### config.mk
export PLATFORM = sky130hd
export DESIGN_NAME = periodic_task_table_scheduler_core
export DESIGN_NICKNAME = d
export VERILOG_FILES = /design/src/hdl/ptts_pkg.sv /design/src/hdl/ptts_div10.sv /design/src/hdl/periodic_task_table_scheduler_core.sv
export SDC_FILE = /design/constraint.sdc
export NUM_CORES = 2
export LEC_CHECK = 0
export BUFFER_PORTS_ARGS = -buffer_cell sky130_fd_sc_hd__buf_2
export CAP_MARGIN = 25
export CORE_MARGIN = 2
export CORE_UTILIZATION = 49
export DETAILED_ROUTE_END_ITERATION = 10
export PLACE_DENSITY = 0.63
export SLEW_MARGIN = 40
export SYNTH_ARGS = -nofsm -noshare
export SYNTH_HDL_FRONTEND = slang
export SYNTH_SLANG_ARGS = --single-unit
### constraint.sdc
create_clock -name clk -period 10.45 [get_ports clk]
set_input_delay 0 -clock clk [delete_from_list [all_inputs] [get_ports clk]]
set_output_delay 0 -clock clk [all_outputs]
set_load 0.02 [all_outputs]
### src/hdl/ptts_pkg.sv
`timescale 1ns / 1ps

package ptts_pkg;

  // Field widths of the input and result channels.
  localparam int unsigned ACTION_W     = 2;
  localparam int unsigned HANDLE_W     = 16;
  localparam int unsigned MS_W         = 32;
  localparam int unsigned SLOT_INDEX_W = 6;
  localparam int unsigned STATUS_W     = 3;

  // Widths of the per-slot fields: countdown and period in ticks, then the pending-run count.
  localparam int unsigned TICKS_W   = 29;
  localparam int unsigned PENDING_W = 8;

  // Default table size.
  localparam int unsigned TASK_SLOTS_DEFAULT = 16;

  // Milliseconds to ticks: x / 10 is (x * RECIP) >> SHIFT for every 32-bit x.
  localparam logic [MS_W-1:0] DIV10_RECIP = 32'hCCCC_CCCD;
  localparam int unsigned     DIV10_SHIFT = 35;

  // Saturation value of the pending-run count.
  localparam logic [PENDING_W-1:0] PENDING_MAX = '1;

  // Action codes.
  typedef enum logic [ACTION_W-1:0] {
    ACT_ADD      = 2'd0,
    ACT_TICK     = 2'd1,
    ACT_DISPATCH = 2'd2,
    ACT_DELETE   = 2'd3
  } action_t;

  // Status codes.
  localparam logic [STATUS_W-1:0] ST_OK     = 3'd0;
  localparam logic [STATUS_W-1:0] ST_FULL   = 3'd1;
  localparam logic [STATUS_W-1:0] ST_EMPTY  = 3'd2;
  localparam logic [STATUS_W-1:0] ST_NONE   = 3'd3;
  localparam logic [STATUS_W-1:0] ST_BADIDX = 3'd4;

  // One entry of the slot memory.
  typedef struct packed {
    logic [HANDLE_W-1:0]  handle;
    logic [TICKS_W-1:0]   countdown;
    logic [TICKS_W-1:0]   period;
    logic [PENDING_W-1:0] pending;
  } slot_entry_t;

endpackage

### src/hdl/ptts_div10.sv
`timescale 1ns / 1ps

// Divides a 32-bit millisecond value by ten through a registered multiply by
// the reciprocal. The quotient is valid in the cycle after the operand.
module ptts_div10 (
  input  logic                          clk,
  input  logic [ptts_pkg::MS_W-1:0]     x,
  output logic [ptts_pkg::TICKS_W-1:0]  q
);
  import ptts_pkg::*;

  logic [2*MS_W-1:0] prod;

  // Product register.
  always_ff @(posedge clk) begin
    prod <= x * DIV10_RECIP;
  end

  // The quotient is the top part of the product.
  assign q = prod[DIV10_SHIFT +: TICKS_W];

endmodule

### src/hdl/periodic_task_table_scheduler_core.sv
`timescale 1ns / 1ps

// Channel  Handshake            Fields
// input    in_valid / in_ready  action, task_handle, delay_ms, period_ms, slot_index
// output   out_valid/out_ready  status, result_slot, run_handle, last_result
//
// Add searches the table one slot at a time for a free slot, converts the delay
// and the period in the divide-by-ten multiplier and then writes the entry.
// Tick and dispatch walk every slot: each valid slot costs a memory read and a
// write-back step, a free slot only its check. Delete reports on one slot index
// and clears it if it lies in the table. Reset clears the valid bits at once; no
// clearing pass. A full output register stalls a dispatch walk when a held result
// must go out; the next item is taken while the last result still waits.
module periodic_task_table_scheduler_core #(
  parameter int unsigned TASK_SLOTS = ptts_pkg::TASK_SLOTS_DEFAULT
) (
  input  logic                               clk,
  input  logic                               rst,
  input  logic                               in_valid,
  output logic                               in_ready,
  input  logic [ptts_pkg::ACTION_W-1:0]      action,
  input  logic [ptts_pkg::HANDLE_W-1:0]      task_handle,
  input  logic [ptts_pkg::MS_W-1:0]          delay_ms,
  input  logic [ptts_pkg::MS_W-1:0]          period_ms,
  input  logic [ptts_pkg::SLOT_INDEX_W-1:0]  slot_index,
  output logic                               out_valid,
  input  logic                               out_ready,
  output logic [ptts_pkg::STATUS_W-1:0]      status,
  output logic [ptts_pkg::SLOT_INDEX_W-1:0]  result_slot,
  output logic [ptts_pkg::HANDLE_W-1:0]      run_handle,
  output logic                               last_result
);
  import ptts_pkg::*;

  localparam int unsigned IDX_W = (TASK_SLOTS > 1) ? $clog2(TASK_SLOTS) : 1;
  localparam logic [IDX_W-1:0] LAST_IDX = IDX_W'(TASK_SLOTS - 1);
  localparam logic [SLOT_INDEX_W:0] SLOT_LIMIT = (SLOT_INDEX_W + 1)'(TASK_SLOTS);

  typedef enum logic [8:0] {
    S_IDLE = 9'b000000001,
    S_FIND = 9'b000000010,
    S_MULD = 9'b000000100,
    S_MULP = 9'b000001000,
    S_WADD = 9'b000010000,
    S_READ = 9'b000100000,
    S_MOD  = 9'b001000000,
    S_DONE = 9'b010000000,
    S_DEL  = 9'b100000000
  } state_t;

  state_t state;

  // Captured input item.
  action_t                   action_q;
  logic [HANDLE_W-1:0]       handle_q;
  logic [MS_W-1:0]           delay_q;
  logic [MS_W-1:0]           period_q;
  logic [SLOT_INDEX_W-1:0]   slot_index_q;

  // Walk position and valid bits.
  logic [IDX_W-1:0]          idx;
  logic [TASK_SLOTS-1:0]     slot_valid;

  // Dispatch result held back until it is known whether it is the last one.
  logic                      hold_valid;
  logic [IDX_W-1:0]          hold_slot;
  logic [HANDLE_W-1:0]       hold_handle;

  // Divider and converted delay.
  logic [MS_W-1:0]           div_x;
  logic [TICKS_W-1:0]        div_q;
  logic [TICKS_W-1:0]        delay_ticks;

  // Slot memory.
  slot_entry_t               slot_mem [TASK_SLOTS];
  slot_entry_t               rd_data;
  slot_entry_t               mem_wdata;
  logic                      mem_we;
  logic                      mem_rd;

  logic                      out_free;
  logic                      mod_go;
  logic                      del_bad;
  logic [IDX_W-1:0]          del_idx;

  assign in_ready = (state == S_IDLE);
  assign out_free = !out_valid || out_ready;
  assign del_bad  = ({1'b0, slot_index_q} >= SLOT_LIMIT);
  assign del_idx  = slot_index_q[IDX_W-1:0];

  // A pending slot in a dispatch may have to push the held result out first.
  assign mod_go = (action_q == ACT_TICK) || (rd_data.pending == '0) ||
                  !hold_valid || out_free;

  // Shared divide-by-ten unit: delay first, then period.
  assign div_x = (state == S_MULD) ? delay_q : period_q;

  ptts_div10 u_div10 (
    .clk (clk),
    .x   (div_x),
    .q   (div_q)
  );

  // Memory access control.
  assign mem_rd = (state == S_READ) && slot_valid[idx];
  always_comb begin
    mem_we    = 1'b0;
    mem_wdata = rd_data;
    case (state)
      S_WADD: begin
        mem_we    = out_free;
        mem_wdata = '{handle: handle_q, countdown: delay_ticks,
                      period: div_q, pending: '0};
      end
      S_MOD: begin
        if (action_q == ACT_TICK) begin
          mem_we = 1'b1;
          if (rd_data.countdown == '0) begin
            if (rd_data.pending != PENDING_MAX) begin
              mem_wdata.pending = rd_data.pending + 1'b1;
            end
            if (rd_data.period != '0) begin
              mem_wdata.countdown = rd_data.period;
            end
          end else begin
            mem_wdata.countdown = rd_data.countdown - 1'b1;
          end
        end else begin
          mem_we            = mod_go && (rd_data.pending != '0);
          mem_wdata.pending = rd_data.pending - 1'b1;
        end
      end
      default: begin
        mem_we = 1'b0;
      end
    endcase
  end

  // Slot memory with one write port and a registered read port.
  always_ff @(posedge clk) begin
    if (mem_we) begin
      slot_mem[idx] <= mem_wdata;
    end
    if (mem_rd) begin
      rd_data <= slot_mem[idx];
    end
  end

  // Sequencer, valid bits and output register.
  always_ff @(posedge clk) begin
    if (rst) begin
      state      <= S_IDLE;
      out_valid  <= 1'b0;
      hold_valid <= 1'b0;
      slot_valid <= '0;
      idx        <= '0;
    end else begin
      if (out_valid && out_ready) begin
        out_valid <= 1'b0;
      end
      case (state)
        S_IDLE: begin
          if (in_valid) begin
            action_q     <= action_t'(action);
            handle_q     <= task_handle;
            delay_q      <= delay_ms;
            period_q     <= period_ms;
            slot_index_q <= slot_index;
            idx          <= '0;
            hold_valid   <= 1'b0;
            case (action_t'(action))
              ACT_ADD:      state <= S_FIND;
              ACT_TICK:     state <= S_READ;
              ACT_DISPATCH: state <= S_READ;
              ACT_DELETE:   state <= S_DEL;
              default:      state <= S_IDLE;
            endcase
          end
        end
        S_FIND: begin
          if (!slot_valid[idx]) begin
            state <= S_MULD;
          end else if (idx == LAST_IDX) begin
            if (out_free) begin
              out_valid   <= 1'b1;
              status      <= ST_FULL;
              result_slot <= '0;
              run_handle  <= '0;
              last_result <= 1'b1;
              state       <= S_IDLE;
            end
          end else begin
            idx <= idx + 1'b1;
          end
        end
        S_MULD: begin
          state <= S_MULP;
        end
        S_MULP: begin
          delay_ticks <= div_q;
          state       <= S_WADD;
        end
        S_WADD: begin
          if (out_free) begin
            out_valid       <= 1'b1;
            status          <= ST_OK;
            result_slot     <= SLOT_INDEX_W'(idx);
            run_handle      <= '0;
            last_result     <= 1'b1;
            slot_valid[idx] <= 1'b1;
            state           <= S_IDLE;
          end
        end
        S_READ: begin
          if (slot_valid[idx]) begin
            state <= S_MOD;
          end else if (idx == LAST_IDX) begin
            state <= S_DONE;
          end else begin
            idx <= idx + 1'b1;
          end
        end
        S_MOD: begin
          if (mod_go) begin
            // A pending slot in a dispatch becomes the held result.
            if ((action_q == ACT_DISPATCH) && (rd_data.pending != '0)) begin
              if (hold_valid) begin
                out_valid   <= 1'b1;
                status      <= ST_OK;
                result_slot <= SLOT_INDEX_W'(hold_slot);
                run_handle  <= hold_handle;
                last_result <= 1'b0;
              end
              hold_valid  <= 1'b1;
              hold_slot   <= idx;
              hold_handle <= rd_data.handle;
              if (rd_data.period == '0) begin
                slot_valid[idx] <= 1'b0;
              end
            end
            if (idx == LAST_IDX) begin
              state <= S_DONE;
            end else begin
              idx   <= idx + 1'b1;
              state <= S_READ;
            end
          end
        end
        S_DONE: begin
          if (out_free) begin
            out_valid   <= 1'b1;
            last_result <= 1'b1;
            if (action_q == ACT_DISPATCH && hold_valid) begin
              status      <= ST_OK;
              result_slot <= SLOT_INDEX_W'(hold_slot);
              run_handle  <= hold_handle;
            end else begin
              status      <= (action_q == ACT_DISPATCH) ? ST_NONE : ST_OK;
              result_slot <= '0;
              run_handle  <= '0;
            end
            hold_valid <= 1'b0;
            state      <= S_IDLE;
          end
        end
        S_DEL: begin
          if (out_free) begin
            out_valid   <= 1'b1;
            result_slot <= slot_index_q;
            run_handle  <= '0;
            last_result <= 1'b1;
            if (del_bad) begin
              status <= ST_BADIDX;
            end else begin
              status              <= slot_valid[del_idx] ? ST_OK : ST_EMPTY;
              slot_valid[del_idx] <= 1'b0;
            end
            state <= S_IDLE;
          end
        end
        default: begin
          state <= S_IDLE;
        end
      endcase
    end
  end

  // A held dispatch result only exists while a dispatch is being walked.
  a_hold_dispatch : assert property (@(posedge clk) disable iff (rst)
    hold_valid |-> (action_q == ACT_DISPATCH))
    else $error("held result outside a dispatch");

  // Only dispatch results that are not the final one carry last_result low.
  a_not_last_ok : assert property (@(posedge clk) disable iff (rst)
    (out_valid && !last_result) |-> (status == ST_OK))
    else $error("non-final result with a status other than ok");

  // Add only ever claims a free slot.
  a_add_free : assert property (@(posedge clk) disable iff (rst)
    (state == S_WADD && out_free) |-> !slot_valid[idx])
    else $error("add overwrote a slot in use");

  // A bad index report always names an index beyond the table.
  a_badidx_range : assert property (@(posedge clk) disable iff (rst)
    (out_valid && status == ST_BADIDX) |-> ({1'b0, result_slot} >= SLOT_LIMIT))
    else $error("bad index reported for an index inside the table");

  // An accepted item keeps the input side closed on the next cycle.
  a_one_item : assert property (@(posedge clk) disable iff (rst)
    (in_valid && in_ready) |=> !in_ready)
    else $error("second item accepted while one is in progress");

endmodule

==> results.tsv <==
stage	metric	value	unit
synth	synth_top_area_cell	edfxtp_1	
route	vias_per_cell	5.81	
placed_design	io_buffers	119	
route	drc	0	
synth	syn_area	79400	um2
critical_path	critPathArrivalTime	10250	ps
clock_tree	cts_tree	done	
grt	grt_pass1_wl	306000	um
route	wl_per_cell	27.7	um
floorplanning	initial_core_util	49.4	%
floorplanning	top_level_ports	120	
placed_design	place_hpwl	135000	um
floorplanning	std_cell_rows	147	
synth	synthTopCellsByArea	edfxtp_1 59%, mux4_2 12%, fa_1 9.7%	
layout	nets	6018	
layout	fin_area	90600	um2
critical_path	crit_path_max_fanout	23	
floorplanning	die_area	165000	um2
synth	synth_seq_cells	1617	
critical_path	cp_slowest_cell	and4_2	
timing	hold_violations	0	
clock_tree	cts_root_buf	clkbuf_16	
route	drt_iter0_drc	4363	
clock_tree	clock-sinks	1617	
clock_tree	h-tree-depth	4	
synth	ys_async_sr_fraction	0	%
timing	skew	66.5	ps
run	drv_cap	0	
timing	rsz0062_at_grt	false	
clock_tree	cts_resized	0	
min_path	hp-class	in -> reg	
critical_path	cp.buffers_inverters	3	
synth	netlist_instances	4784	
placed_design	routabilityCongestion	0.967	
status	status	completed	
critical_path	endpoint_kind	register	
timing	drv_slew	0	
floorplanning	die_h	407	um
synth	yosys_warnings	0	
critical_path	critPathLaunchType	register	
synth	synth_most_common_cell	edfxtp_1	
timing	relSlewSlack	41.6	%
grt	grt_max_degree	84	
timing	final-setup-viol-count	0	
timing	worst_slew_pin_slew	873	ps
clock_tree	cts_buffers	167	
grt	track_usage	25.6	%
critical_path	crit_type	reg -> reg	
clock_tree	cts_buffer_depth	3	
clock_tree	cts_setup_buffers	0	
synth	yosysUniqueCellTypes	80	
critical_path	critPathMaxStageDelay	750	ps
synth	yosysTopAreaCellShare	58.9	%
synth	synth-edff-count	1557	
clock_tree	clk_latency	820	ps
critical_path	crit_top_cell	fa_1	
synth	postSynthAreaPerCell	16.6	um2
layout	syn_to_final_growth	14.1	%
route	ant_nets	0	
grt	overflow	0	
route	vias	43500	
critical_path	critPathRequiredTime	11200	ps
synth	yosysSeqAreaShare	60.4	%
timing	whs	257	ps
grt	grt_pass1_vias	45300	
floorplanning	die_x	407	um
synth	synth_flop_cell	edfxtp_1	
layout	drive_above_1_share	17.8	%
critical_path	cp_top_family	adder cells	
timing	max_freq	105	MHz
synth	synth_commonest_cells	1557 x edfxtp_1, 585 x inv_1, 420 x mux4_2	
synth	syn_nets	5612	
grt	antenna_found_initial	4	
route	drtPass1Iterations	7	
timing	fin_crit_sh	90.9	%
timing	fin_crit	9500	ps
clock_tree	path_clk_slew	60	ps
timing	fin_setup_tns	0	ps
route	finalWirelength	207000	um
placed_design	placed_area	83300	um2
floorplanning	coreArea	161000	um2
==> path summary, 6_finish.rpt <==
path	start	endpoint	slack, ps	depth (start not counted)
max	state[4]$_SDFFE_PP0P_	u_div10.prod[63]$_DFF_P_	950	25
min	action[1]	state[8]$_SDFFE_PP0P_	260	5
max reg2reg	state[4]$_SDFFE_PP0P_	u_div10.prod[63]$_DFF_P_	950	25
min reg2reg	u_div10.prod[46]$_DFF_P_	delay_ticks[11]$_DFFE_PP_	440	0
==> metal layers <==
metal	part of all wire, %	wire length, um	GRT usage [%]	vias up
met5	0.013	27	0	-
met4	3.0	6140	7.51	4
met3	6.4	13300	4.36	299
met2	49	102000	42.0	1545
met1	41	85600	35.6	23000
li1	-	-	-	18700
==> flip-flops by register name, summed over array words and instances (netlist names) <==
| register | count |
|---|---|
| slot_valid | 16 |
| handle_q | 16 |
| status | 3 |
| result_slot | 6 |
| delay_ticks | 29 |
| hold_handle | 16 |
| slot_index_q | 6 |
| out_valid | 1 |
| rd_data | 82 |
| u_div10.prod | 29 |
| slot_mem | 1312 |
| idx | 4 |
| delay_q | 32 |
| run_handle | 16 |
| hold_valid | 1 |
| last_result | 1 |
| hold_slot | 4 |
| period_q | 32 |
| state | 9 |
| action_q | 2 |
==> cell usage in the layout (no fill, tap or decap), types with 35 or more instances in the layout <==
cell,netlist,final
nor2_1,111,95
inv_1,585,585
dfxtp_1,60,56
a21o_1,44,44
xnor2_1,44,44
xor2_1,47,47
clkbuf_16,0,170
a21oi_1,131,129
fa_1,385,385
clkinv_1,0,38
buf_2,6,124
mux4_2,420,420
buf_4,0,75
o21ai_0,93,91
dlygate4sd3_1,0,181
clkinv_2,0,36
edfxtp_1,1557,1557
nand2_1,350,350
ha_1,351,351
nor3_1,35,35
==> cells by family after synthesis <==
family	synth area share, %
buffers and inverters	3.64
adder cells (fa/ha/maj)	15.2
AO/OA/AOI/OAI	3.44
multiplexers	12.1
XOR/XNOR	1.00
AND/OR/NAND/NOR	4.20
flip-flops	60.4
==> per-stage QoR <==
| step | setup slack [ps] | utilization (%) | std cells |
|---|---|---|---|
| after floorplan | 1890 | - | 4784 |
| after global placement | 1110 | 51.6 | 6985 |
| after detailed placement | 1030 | 51.8 | 6997 |
| after CTS | 1010 | 56.3 | 7486 |
| after global routing | 495 | 56.4 | 7490 |
| final | 947 | 56.4 | 7490 |
==> layout make-up <==
cell class | instances | area, um2
inverters | 585 | 2200
well taps | 2160 | 2700
clock inverters | 107 | 1060
clock buffers | 201 | 4390
flip-flops and latches | 1617 | 48000
fillers | 12500 | 70100
repair buffers | 415 | 3480
diodes | 1 | 2.50
multi-input cells | 2404 | 28800
==> worst register-to-register path, cell delays in order (launching register included) <==
cell	delay [ps]
dfxtp_1	440
nor3_4	340
and4_2	750
mux2i_1	500
inv_1	210
ha_1	500
xor2_1	580
xor2_1	160
fa_1	590
fa_1	490
fa_1	520
fa_1	430
fa_1	490
inv_1	50
fa_1	490
inv_1	60
ha_1	340
a21oi_1	220
o21ai_0	120
a31oi_1	430
nand2_1	140
o311ai_1	640
a311oi_1	300
a211o_1	350
a21oi_1	180
xnor2_1	140
==> repair_timing <==
item	CTS	global route
endpoints found under the hold margin	132	0
hold buffers	181	0
endpoints found under the setup margin	0	0
Power is left out: the tool's default activity adds up to more than one toggle a clock period on the data nets, which glitch-free logic cannot reach.
